**config.mk**
```make
export PLATFORM = sky130hd
export DESIGN_NAME = serial_mouse_packet_decoder
export DESIGN_NICKNAME = d
export VERILOG_FILES = /design/src/rtl/smpd_pkg.sv /design/src/rtl/serial_mouse_packet_decoder.sv
export SDC_FILE = /design/constraint.sdc
export NUM_CORES = 1
export LEC_CHECK = 0
export BUFFER_PORTS_ARGS = -buffer_cell sky130_fd_sc_hd__buf_2
export CORE_MARGIN = 3
export CORE_UTILIZATION = 53
export CTS_CLUSTER_DIAMETER = 50
export DETAILED_ROUTE_END_ITERATION = 12
export GPL_TIMING_DRIVEN = 0
export PLACE_DENSITY = 0.77
export SLEW_MARGIN = 20
export SYNTH_ARGS = -nofsm -noshare
export SYNTH_HDL_FRONTEND = slang
export SYNTH_SLANG_ARGS = --single-unit
```
**constraint.sdc**
```tcl
create_clock -name i_clk -period 2.7 [get_ports i_clk]
set_clock_uncertainty 0.15 [all_clocks]
set_input_delay 0.54 -clock i_clk [delete_from_list [all_inputs] [get_ports i_clk]]
set_output_delay 0.54 -clock i_clk [all_outputs]
set_load 0.01 [all_outputs]
```
**src/rtl/smpd_pkg.sv**
```systemverilog
// smpd_pkg: constants and types for the serial mouse packet decoder
// no dependencies; imported by serial_mouse_packet_decoder and its testbench
`default_nettype none

package smpd_pkg;

    // sync byte detection
    localparam logic [7:0] SYNC_MASK  = 8'hF8;
    localparam logic [7:0] SYNC_VALUE = 8'h80;
    localparam logic [2:0] BTN_IDLE   = 3'h7;

    // frame layout: position 0 waits for sync, 1..4 count received bytes
    localparam int unsigned FRAME_LEN = 5;
    localparam int unsigned POS_W     = 3;
    localparam logic [POS_W-1:0] POS_SYNC = '0;
    localparam logic [POS_W-1:0] POS_LAST = POS_W'(FRAME_LEN - 1);

    // output item fields
    localparam int unsigned KIND_W  = 2;
    localparam int unsigned BTN_W   = 2;
    localparam int unsigned DX_W    = 9;
    localparam int unsigned DY_W    = 10;
    localparam int unsigned ODATA_W = 24;

    typedef enum logic [KIND_W-1:0] {
        KIND_PRESS   = 2'd0,
        KIND_RELEASE = 2'd1,
        KIND_MOTION  = 2'd2
    } t_event_kind;

    // pending event flags, drained in order btn1, btn2, btn3, motion
    typedef struct packed {
        logic btn1;
        logic btn2;
        logic btn3;
        logic motion;
    } t_pend;

endpackage

`default_nettype wire

```
**src/rtl/serial_mouse_packet_decoder.sv**
```systemverilog
// serial_mouse_packet_decoder: five-byte serial mouse frame to button/motion items
// depends on smpd_pkg
//
//  channel   dir  handshake                      payload
//  s_axis    in   i_s_axis_tvalid/o_s_axis_tready tdata[7:0] = rx_byte
//  m_axis    out  o_m_axis_tvalid/i_m_axis_tready tdata = button_number, delta_x,
//                                                 delta_y; tuser = event_kind;
//                                                 tlast = last_event
//
// a byte is taken every cycle unless held off; the fifth byte of a frame loads up
// to four events into a pending set that drains one item per cycle while the
// output is free; each event passes from that set into the output register.
// a fifth byte is held off only while events of the previous frame are pending.
// reset (synchronous, active low) clears framing, sets buttons to all released
// and empties the pending set and the output register.
`default_nettype none

module serial_mouse_packet_decoder (
    input  wire logic                          i_clk,
    input  wire logic                          i_rst_n,
    input  wire logic                          i_s_axis_tvalid,
    output logic                               o_s_axis_tready,
    input  wire logic [7:0]                    i_s_axis_tdata,  // [7:0] rx_byte
    output logic                               o_m_axis_tvalid,
    input  wire logic                          i_m_axis_tready,
    // [1:0] button_number, [10:2] delta_x, [20:11] delta_y, [23:21] zero
    output logic [smpd_pkg::ODATA_W-1:0]       o_m_axis_tdata,
    output logic [smpd_pkg::KIND_W-1:0]        o_m_axis_tuser,  // [1:0] event_kind
    output logic                               o_m_axis_tlast   // last_event
);

    import smpd_pkg::*;

    // framing state
    logic [POS_W-1:0] r_pos, n_pos;
    logic [2:0]       r_hdr_btn;
    logic [2:0]       r_prior;
    logic [7:0]       r_motion [0:2];

    // pending events of the last completed frame
    t_pend            r_pend, n_pend;
    logic [2:0]       r_ev_btn;
    logic [DX_W-1:0]  r_ev_dx;
    logic [DY_W-1:0]  r_ev_dy;

    // output register
    logic              r_out_valid;
    t_event_kind       r_out_kind;
    logic [BTN_W-1:0]  r_out_btn;
    logic [DX_W-1:0]   r_out_dx;
    logic [DY_W-1:0]   r_out_dy;
    logic              r_out_last;

    logic             in_fire;
    logic             frame_end;
    logic             is_sync;
    logic [2:0]       btn_chg;
    logic [DX_W-1:0]  dx_sum;
    logic [DY_W-1:0]  dy_sum;
    logic [DY_W-1:0]  dy_neg;
    logic             out_free;
    logic             drain;
    t_event_kind      sel_kind;
    logic [BTN_W-1:0] sel_btn;
    logic             sel_motion;
    t_pend            pend_after;

    // input handshake: only a frame end must wait for the pending set
    assign frame_end       = (r_pos == POS_LAST);
    assign o_s_axis_tready = !(frame_end && (r_pend != '0));
    assign in_fire         = i_s_axis_tvalid && o_s_axis_tready;
    assign is_sync         = ((i_s_axis_tdata & SYNC_MASK) == SYNC_VALUE);

    // frame-end arithmetic, bytes taken as signed
    assign btn_chg = r_hdr_btn ^ r_prior;
    assign dx_sum  = {r_motion[0][7], r_motion[0]} + {r_motion[2][7], r_motion[2]};
    assign dy_sum  = {{2{r_motion[1][7]}}, r_motion[1]}
                   + {{2{i_s_axis_tdata[7]}}, i_s_axis_tdata};
    assign dy_neg  = DY_W'(0) - dy_sum;

    // next frame position
    always_comb begin
        n_pos = r_pos;
        if (r_pos == POS_SYNC) begin
            if (is_sync) begin
                n_pos = POS_SYNC + POS_W'(1);
            end
        end else if (frame_end) begin
            n_pos = POS_SYNC;
        end else begin
            n_pos = r_pos + POS_W'(1);
        end
    end

    // pick the next pending event in button then motion order
    always_comb begin
        sel_kind   = KIND_MOTION;
        sel_btn    = '0;
        sel_motion = 1'b0;
        pend_after = r_pend;
        if (r_pend.btn1) begin
            sel_kind        = r_ev_btn[2] ? KIND_RELEASE : KIND_PRESS;
            sel_btn         = BTN_W'(1);
            pend_after.btn1 = 1'b0;
        end else if (r_pend.btn2) begin
            sel_kind        = r_ev_btn[1] ? KIND_RELEASE : KIND_PRESS;
            sel_btn         = BTN_W'(2);
            pend_after.btn2 = 1'b0;
        end else if (r_pend.btn3) begin
            sel_kind        = r_ev_btn[0] ? KIND_RELEASE : KIND_PRESS;
            sel_btn         = BTN_W'(3);
            pend_after.btn3 = 1'b0;
        end else begin
            sel_motion        = 1'b1;
            pend_after.motion = 1'b0;
        end
    end

    assign out_free = !r_out_valid || i_m_axis_tready;
    assign drain    = out_free && (r_pend != '0);

    // pending set update: drain one, or load a new frame (only when empty)
    always_comb begin
        n_pend = r_pend;
        if (drain) begin
            n_pend = pend_after;
        end
        if (in_fire && frame_end) begin
            n_pend.btn1   = btn_chg[2];
            n_pend.btn2   = btn_chg[1];
            n_pend.btn3   = btn_chg[0];
            n_pend.motion = (dx_sum != '0) || (dy_sum != '0);
        end
    end

    // control state
    always_ff @(posedge i_clk) begin
        if (!i_rst_n) begin
            r_pos       <= POS_SYNC;
            r_hdr_btn   <= '0;
            r_prior     <= BTN_IDLE;
            r_pend      <= '0;
            r_out_valid <= 1'b0;
        end else begin
            if (in_fire) begin
                r_pos <= n_pos;
                if (r_pos == POS_SYNC && is_sync) begin
                    r_hdr_btn <= i_s_axis_tdata[2:0];
                end
                if (frame_end) begin
                    r_prior <= r_hdr_btn;
                end
            end
            r_pend <= n_pend;
            if (drain) begin
                r_out_valid <= 1'b1;
            end else if (i_m_axis_tready) begin
                r_out_valid <= 1'b0;
            end
        end
    end

    // payload registers
    always_ff @(posedge i_clk) begin
        if (in_fire && r_pos != POS_SYNC && !frame_end) begin
            r_motion[2'(r_pos - POS_W'(1))] <= i_s_axis_tdata;
        end
        if (in_fire && frame_end) begin
            r_ev_btn <= r_hdr_btn;
            r_ev_dx  <= dx_sum;
            r_ev_dy  <= dy_neg;
        end
        if (drain) begin
            r_out_kind <= sel_kind;
            r_out_btn  <= sel_btn;
            r_out_dx   <= sel_motion ? r_ev_dx : '0;
            r_out_dy   <= sel_motion ? r_ev_dy : '0;
            r_out_last <= (pend_after == '0);
        end
    end

    // output ports
    assign o_m_axis_tvalid = r_out_valid;
    assign o_m_axis_tdata  = {3'b000, r_out_dy, r_out_dx, r_out_btn};
    assign o_m_axis_tuser  = r_out_kind;
    assign o_m_axis_tlast  = r_out_last;

    // frame position stays within the frame
    a_pos_range: assert property (@(posedge i_clk) disable iff (!i_rst_n)
        r_pos <= POS_LAST)
        else $error("frame position out of range");

    // input held off only while a previous frame still has events
    a_ready_pend: assert property (@(posedge i_clk) disable iff (!i_rst_n)
        !o_s_axis_tready |-> (r_pend != '0))
        else $error("input stalled with nothing pending");

    // while events are pending, the output register always holds an item next cycle
    a_pend_out: assert property (@(posedge i_clk) disable iff (!i_rst_n)
        (r_pend != '0) |=> r_out_valid)
        else $error("pending event not presented");

    // button state follows the header at frame end
    a_prior_upd: assert property (@(posedge i_clk) disable iff (!i_rst_n)
        (in_fire && frame_end) |=> (r_prior == $past(r_hdr_btn)))
        else $error("prior buttons not updated");

    // motion items carry no button number
    a_motion_btn: assert property (@(posedge i_clk) disable iff (!i_rst_n)
        (r_out_valid && r_out_kind == KIND_MOTION) |-> (r_out_btn == '0))
        else $error("motion item with button number");

endmodule

`default_nettype wire

```
## After elaboration in Yosys (flattened, before gate mapping)

Memory sizes are Yosys's and may differ from the RTL's.
Cells that the tools add are included.

| storage, ports and cells | value |
|---|---|
| register bits after elaboration | 60 |
| memory bits (writable) | 24 |
| bits of input ports | 12 |
| word-level logic and storage cells | 72 |
| memories kept | 1 |

Memories:

| name | words | width | read ports | clocked after Yosys merged registers in | wr ports | line | source |
|---|---|---|---|---|---|---|---|
| r_motion | 3 | 8 | 3 | 0 | 1 | serial_mouse_packet_decoder.sv:38 | `logic [7:0] r_motion [0:2];` |

| operators by class | value |
|---|---|
| $add $sub $neg | 5 |
| equality and inequality tests | 3 |
| muxes and demuxes | 23 |
| bitwise gates (word level) | 1 |
| reductions and logical operators | 23 |

Operator list:

| operator | count |
|---|---|
| 8-bit by 8-bit adder with 9-bit output | 2 |
| 2-bit 2-to-1 mux | 6 |
| 3-bit 2-to-1 mux | 4 |
| 1-bit 2-to-1 mux | 11 |
| 10-bit nonzero test | 1 |
| 1-bit by 9-bit subtractor with 10-bit output (first input constant) | 1 |
| 9-bit nonzero test | 1 |
| 4-bit 2-to-1 mux | 2 |
| 1-bit logical AND | 7 |
| 2-bit AND reduction | 3 |
| 5-bit == test (second input constant) | 1 |
| 4-bit logical NOT | 1 |
| 2-bit nonzero test | 2 |
| 4-bit nonzero test | 1 |
| 3-bit by 1-bit adder with 3-bit output (second input constant) | 1 |
| 3-bit == test (second input constant) | 1 |
| 1-bit logical NOT | 3 |
| 3-bit logical NOT | 1 |
| 3-bit nonzero test | 1 |
| 3-bit XOR | 1 |
| 1-bit logical OR | 2 |
| 2-bit inequality test (second input constant) | 1 |
| 2-bit by 1-bit subtractor with 2-bit output (second input constant) | 1 |

## Longest topological paths before layout

Gate-level depths: netlist (run 1).

| depth | value |
|---|---|
| depth after elaboration | 8 |
| depth in mapped cells | 11 |

## Worst setup path before layout (run 1)

OpenSTA, ideal clock, no wires.

| path | value |
|---|---|
| path type | input to register |
| from | input port i_s_axis_tdata[0] |
| to | register r_pend[0] in the netlist's numbering |
| setup time | 128 ps |
| arrival | 2,525 ps |
| data required time | 2,422 ps |
| path slack | -103 ps |
| cell stages on the path | 11 |
| path buffers | 0 |
| cells stage by stage | ha_1 > fa_1 > a21oi_1 > o21ai_0 > a211o_1 > and2_1 > nor3b_2 > ha_1 > o2111ai_1 > a211oi_1 > a31oi_1 |

| on the way | value |
|---|---|
| longest elaborated chain between the ends | 4 |

RTL lines:

| item | line | source |
|---|---|---|
| start: declaration | serial_mouse_packet_decoder.sv:23 | `input wire logic [7:0] i_s_axis_tdata,` |
| 8-bit by 8-bit adder with 9-bit output | serial_mouse_packet_decoder.sv:78 | `+ {{2{i_s_axis_tdata[7]}}, i_s_axis_tdata};` |
| 10-bit nonzero test | serial_mouse_packet_decoder.sv:132 | `n_pend.motion = (dx_sum != '0) \|\| (dy_sum != '0);` |
| 1-bit logical OR | serial_mouse_packet_decoder.sv:132 |  |
| 4-bit 2-to-1 mux | serial_mouse_packet_decoder.sv:128 | `if (in_fire && frame_end) begin` |
| end signal: assignment | serial_mouse_packet_decoder.sv:154 | `r_pend <= n_pend;` |
| end: declaration | serial_mouse_packet_decoder.sv:41 | `t_pend r_pend, n_pend;` |

Every way passes these cells.
A chain may end at the register's enable or synchronous reset.

==> out/results.txt, run 1 <==
CTS root buf = clkbuf_8
Sw Ratio = 22.3%
1st-iter DRT viols = 85
min Tclk post-route = 2730 ps
Worst path slowest cell = edfxtp_1
initial core utilization = 54.9%
grt ovf = 0
initial antenna violation count = 0
Leakage Power = 0.00168 uW
CP max stage delay = 430 ps
die width = 92.9 um
register area = 0.00238 mm^2
routed wire length = 6.25 mm
Overall Power = 2440 uW
Global Route Usage Sum = 15.1%
fmax = 0.366 GHz
Max Slew Vio Count = 0
R2R cell count = 11
largest net degree at the start of global routing = 30
CTS tree = built
Num Clock Sinks = 84
Worst Path Required = 2780 ps
Rows = 31
Worst Path Max Fanout = 3
sequential-to-total area share from yosys stat = 59.5%
routability congestion estimate = 0.866
Pint = 1890 uW
Worst VDD drop = 0.394 mV
DP Area = 0.00434 mm^2
fin crit share = 101%
Area growth syn-to-layout = 17.3%
global-route wire length before repair = 10.2 mm
placed wire-length estimate = 4.37 mm
die area = 0.00863 mm^2
H-Tree Depth = 3
area leader, netlist = edfxtp_1
number of enable flip-flop cells after synthesis = 70
routed vias/inst = 5.20
YS warnings = 0
CP Capture Type = flip-flop
CTS buffer count = 9
Die Ht = 92.9 um
Synth top area share = 52.5%
status = complete, but fails checks
DRC Markers = 0
hold depth = 1
setup violators final = 1
Yosys cell types = 60
Critical Path Start Type = flip-flop
part of the power in the clock network = 37.3%
Most used DFF post-synth = edfxtp_1
# port buffers = 37
core area = 0.00729 mm^2
Setup WS post-layout = -34.7 ps
Fin. Hold Viols = 0
synthesized flop and latch total = 84
RSZ-0062 raised after global routing = yes
area of the multi-input gates = 0.00162 mm^2
Worst Path Buf+Inv = 0
Worst-path clk slew = 90 ps
CP delay by family, top = compound AO/OA/AOI/OAI gates
hold_ws = 285 ps
Util after Layout = 64.4%
crit-path cells = ha_4 -> fa_2 -> a21oi_2 -> o21ai_1 -> a211o_1 -> and2_4 -> nor3b_2 -> ha_2 -> o2111ai_2 -> a211oi_2 -> a31oi_1
Mapped Cells = 300
# nets final = 398
Clock Tree Buf Depth = 2
Routed Antenna Nets = 0
post-DR wirelength/cell = 13.4 um
post-layout instance area = 0.00469 mm^2
pwr dens = 519 mW/mm^2
failing checks = negative setup slack
vias = 2416
share of power burned in registers = 57.3%
synthesized area = 0.00400 mm^2
number of global-route vias before repair = 2225
Worst Tran Pin Value = 585 ps
CP Depth = 11
Crit Path Category = flip-flop to flip-flop
Slew HR = 60.7%
router iterations before antenna repair = 4
ANT cells = 0
crit path DAT = 2810 ps
top cells by area, synth = edfxtp_1 (53%), ha_1 (7.2%), dfxtp_1 (7.0%)
share of layout cells above drive strength 1 = 28.1%
Async SR Flop Fraction = 0%
Psw = 543 uW
IO Count = 41
Worst Hold Class = input pin to flip-flop
Worst-Skew Late Latency = 350 ps
Logic pwr share = 5.4%
Mapped Avg Cell Area = 13.3 um^2
Max Cap Viol = 0
fillers = 573
-- synth_stat cells, types with 2 or more instances --
cell type  instances
a22oi_1            2
and3_2             2
xor2_1             7
fa_1               2
nand3_1            5
clkbuf_1           4
nor4_4             2
xnor2_1            9
a21boi_1           3
nor3_1             3
mux2i_1            8
inv_1             11
ha_1              23
and3_1             4
nand2b_1           2
a211o_1            2
nor2b_1            9
a21oi_2            2
o21ai_0           13
a31oi_1            4
o21a_1             3
nand2_1           13
o31ai_1            2
a311oi_1           2
a21oi_1            9
a211oi_1           3
a21o_1             3
dfxtp_1           14
and2_1            21
buf_2              2
nor2_1            11
edfxtp_1          70
buf_4              3
-- cells by family after synthesis --
| group | count (synthesis) | share of synthesized area, % |
|---|---|---|
| muxes | 8 | 2.00 |
| adders and majority gates | 26 | 8.44 |
| and+or+nand+nor | 86 | 13.8 |
| buffers and inverters | 21 | 2.31 |
| other | 1 | 0.0937 |
| xor gates and xnor gates | 16 | 3.50 |
| AOI/OAI and AO/OA | 58 | 10.3 |
| DFF | 84 | 59.5 |
-- power by group through the flow --
stage / clock [uW] / sequential [uW] / combinational [uW]
global placement: 0 / 1420 / 108
global route: 974 / 1400 / 145
finish: 909 / 1400 / 132
CTS: 924 / 1400 / 125
detailed placement: 0 / 1430 / 111
floorplan: 0 / 1420 / 77.6
-- routing by layer --
metal  vias to the layer above  global-route usage (%)  part of all wire, %
li1                       1232                       -                    -
met1                      1100                    19.5                   46
met2                        69                    24.1                   46
met3                        15                    3.49                  5.1
met4                         0                    6.96                  2.5
met5                         -                       0                    0
-- cell usage in the layout (no fill, tap or decap), drive strengths merged, types with 3 or more instances in the layout --
cell type	n
a211oi	4
a21boi	3
a21o	3
a21oi	12
a31oi	4
and2	21
and3	6
buf	53
clkbuf	13
clkinv	3
conb	3
dfxtp	14
edfxtp	70
ha	23
inv	14
mux2i	8
nand2	13
nand2b	3
nand3	6
nor2	13
nor2b	9
nor3	3
nor4	4
o21a	3
o21ai	13
xnor2	9
xor2	7
-- per-stage QoR --
step,setup slack (ps),cells,setup TNS [ps]
after detailed placement,-447,439,-931
after CTS,-94.8,461,-94.8
after global placement,-430,438,-921
after floorplan,-40.4,302,-40.4
final,-34.7,465,-34.7
after global routing,-155,465,-155
-- final timing paths --
path | from | endpoint | slack [ps]
worst max register to register | r_motion[1][0]$_DFFE_PP_ | r_pend[0]$_SDFFE_PN0P_ | -30
worst min register to register | r_prior[0]$_SDFFE_PN1P_ | r_prior[0]$_SDFFE_PN1P_ | 360
worst max-delay path | r_motion[1][0]$_DFFE_PP_ | r_pend[0]$_SDFFE_PN0P_ | -30
worst min-delay path | i_s_axis_tdata[5] | r_motion[1][5]$_DFFE_PP_ | 290
-- final cells by class --
class / count / area share, %
inverter: 12 / 0.959
timing repair buffer: 48 / 5.78
tap: 99 / 2.64
multi-input combinational: 197 / 34.4
buffer: 9 / 1.01
sequential: 84 / 50.7
clock inverter: 7 / 1.79
clock buffer: 9 / 2.64
-- what timing repair did --
item	4_1_cts	5_1_grt
hold endpoints to repair	0	0
endpoints found under the setup margin	1	4
gates resized for setup	13	4
hold buffers	0	0
pin swaps	12	11
setup buffers	6	4
-- state kept, by name, summed over array words and instances (netlist names), 2 cells and up --
register and flops:
o_m_axis_tuser 2, r_out_btn 2, r_ev_dy 10, r_motion 24, r_out_dy 10, r_out_dx 9
r_pend 4, r_pos 3, r_ev_dx 9, r_ev_btn 3, r_hdr_btn 3, r_prior 3
Note: power is estimated with default switching activity, not from simulation.
==> run 2: changes to the inputs <==
Settings changed: CORE_MARGIN 3 to not set, CORE_UTILIZATION 53 to 60, PLACE_DENSITY 0.77 to 0.82.
Clock period 2.7 ns to 3.4 ns, I/O delays scaled along.
==> out/results.txt, run 2 (synthesis gave the netlist of run 1 again) <==
setup tns final = 0 ps
Area growth syn-to-layout = 12.2%
Worst Path Required = 3480 ps
number of global-route vias before repair = 2275
Logic pwr share = 4.8%
most common cell after layout, fill and taps aside = edfxtp_1
placed wire-length estimate = 4.54 mm
Leakage Power = 0.00162 uW
global-route wire length before repair = 10.5 mm
Die Ht = 83.7 um
setup violators final = 0
Slew HR = 62.8%
DRC Markers = 0
commonest non-fill, non-tap cells in the layout = edfxtp_1 (70), buf_2 (39), ha_1 (23)
Max Slew Vio Count = 0
die area = 0.00700 mm^2
Worst Hold Class = flip-flop to flip-flop
CTS buffer count = 9
hold_buf cts = 0
max reg flops = 24
routed wire length = 6.22 mm
H-Tree Depth = 3
CP Capture Type = flip-flop
Max Cap Viol = 0
Post-CTS Setup Inserts = 0
Worst-path clk slew = 90 ps
RSZ-0062 raised after global routing = no
Sw Ratio = 23.5%
pwr dens = 413 mW/mm^2
Fin. Hold Viols = 0
part of the power in the clock network = 35.4%
initial antenna violation count = 0
largest net degree at the start of global routing = 30
Psw = 436 uW
largest register by flop count = r_motion
Rows = 29
Crit Path Category = input pin to flip-flop
critical hold path startpoint = r_prior[2]$_SDFFE_PN1P_
grt ovf = 0
post-DR wirelength/cell = 14.4 um
ANT cells = 0
share of layout cells above drive strength 1 = 21.9%
Critical Path Start Type = input pin
Num Clock Sinks = 84
Worst VDD drop = 0.315 mV
worst r2r src = r_motion[1][0]$_DFFE_PP_
fin crit share = 87.6%
fmax = 0.336 GHz
CTS tree = built
routability congestion estimate = 0.844
top flop regs = r_motion (24), r_ev_dy (10), r_out_dy (10)
initial core utilization = 62.7%
die width = 83.7 um
1st-iter DRT viols = 176
beginning of the critical path = i_s_axis_tdata[0]
Clock Tree Buf Depth = 2
min Tclk post-route = 2980 ps
status = finished clean
Worst-Skew Late Latency = 350 ps
# port buffers = 37
IO Count = 41
Worst Tran Pin Value = 553 ps
share of power burned in registers = 59.8%
routed vias/inst = 5.52
vias = 2388
router iterations before antenna repair = 4
Resize count post-CTS = 0
crit path DAT = 3060 ps
Overall Power = 1850 uW
Pint = 1420 uW
CTS root buf = clkbuf_8
# nets final = 388
Worst Path Max Fanout = 5
Global Route Usage Sum = 19.2%
Routed Antenna Nets = 0
core area = 0.00639 mm^2
-- run 2: cell types whose count changed in the layout (fill, tap and decap cells not counted), moves of 2 or more --
cell        delta
clkinvlp_4     +2
a21oi_1        +2
a21oi_2        -2
buf_4         -10
ha_4           -3
ha_2           -3
ha_1           +6
-- run 2: power groups by stage --
stage	combinational (uW)	sequential (uW)	clock [uW]
after floorplan	61.5	1130	0
after global placement	85.3	1130	0
after detailed placement	87.8	1130	0
after CTS	88.8	1110	669
after global routing	98.5	1110	713
final	88.6	1110	657
-- run 2: critical path, cell delays in order --
cell       delay (ps)
buf_2             140
ha_1              250
fa_1              450
a21oi_1           140
o21ai_0           110
a211o_1           340
and2_1            200
nor3b_2           160
ha_1              180
o2111ai_1         100
a211oi_1          200
a31oi_1           110
-- run 2: cell type report --
type	instances	area (um^2)
fillers	455	1900
flip-flops and latches	84	2380
inverters	12	45.0
repair buffers	38	196
plain buffers	9	47.5
well taps	77	96.3
clock inverters	7	60.1
clock buffers	9	124
multi-input cells	197	1540
-- run 2: final timing paths --
path / end / slack, ps / cells after the start
setup / recovery: r_pend[0]$_SDFFE_PN0P_ / 420 / 12
hold / removal: r_prior[2]$_SDFFE_PN1P_ / 350 / 2
setup reg to reg: r_pend[0]$_SDFFE_PN0P_ / 520 / 11
hold reg to reg: r_prior[2]$_SDFFE_PN1P_ / 350 / 2
-- run 2: stage by stage --
stage                     hold WS, ps  utilization, %  cell area (um^2)  worst slack [ps]  instances
after floorplan                   312               -              4010               457        302
after global placement            323            67.2              4290              64.0        416
after detailed placement          339            67.4              4310              51.1        417
after CTS                         362            70.3              4490               428        433
after global routing              387            70.3              4490               239        433
final                             354            70.3              4490               421        433
-- run 2: per-layer routing --
| metal | global-route usage (%) | vias to the layer above | part of all wire (%) |
|---|---|---|---|
| met5 | 0 | - | 0 |
| met4 | 8.17 | 0 | 1.7 |
| met3 | 4.25 | 9 | 4.0 |
| met2 | 30.5 | 66 | 46 |
| met1 | 25.6 | 1102 | 48 |
| li1 | - | 1211 | - |
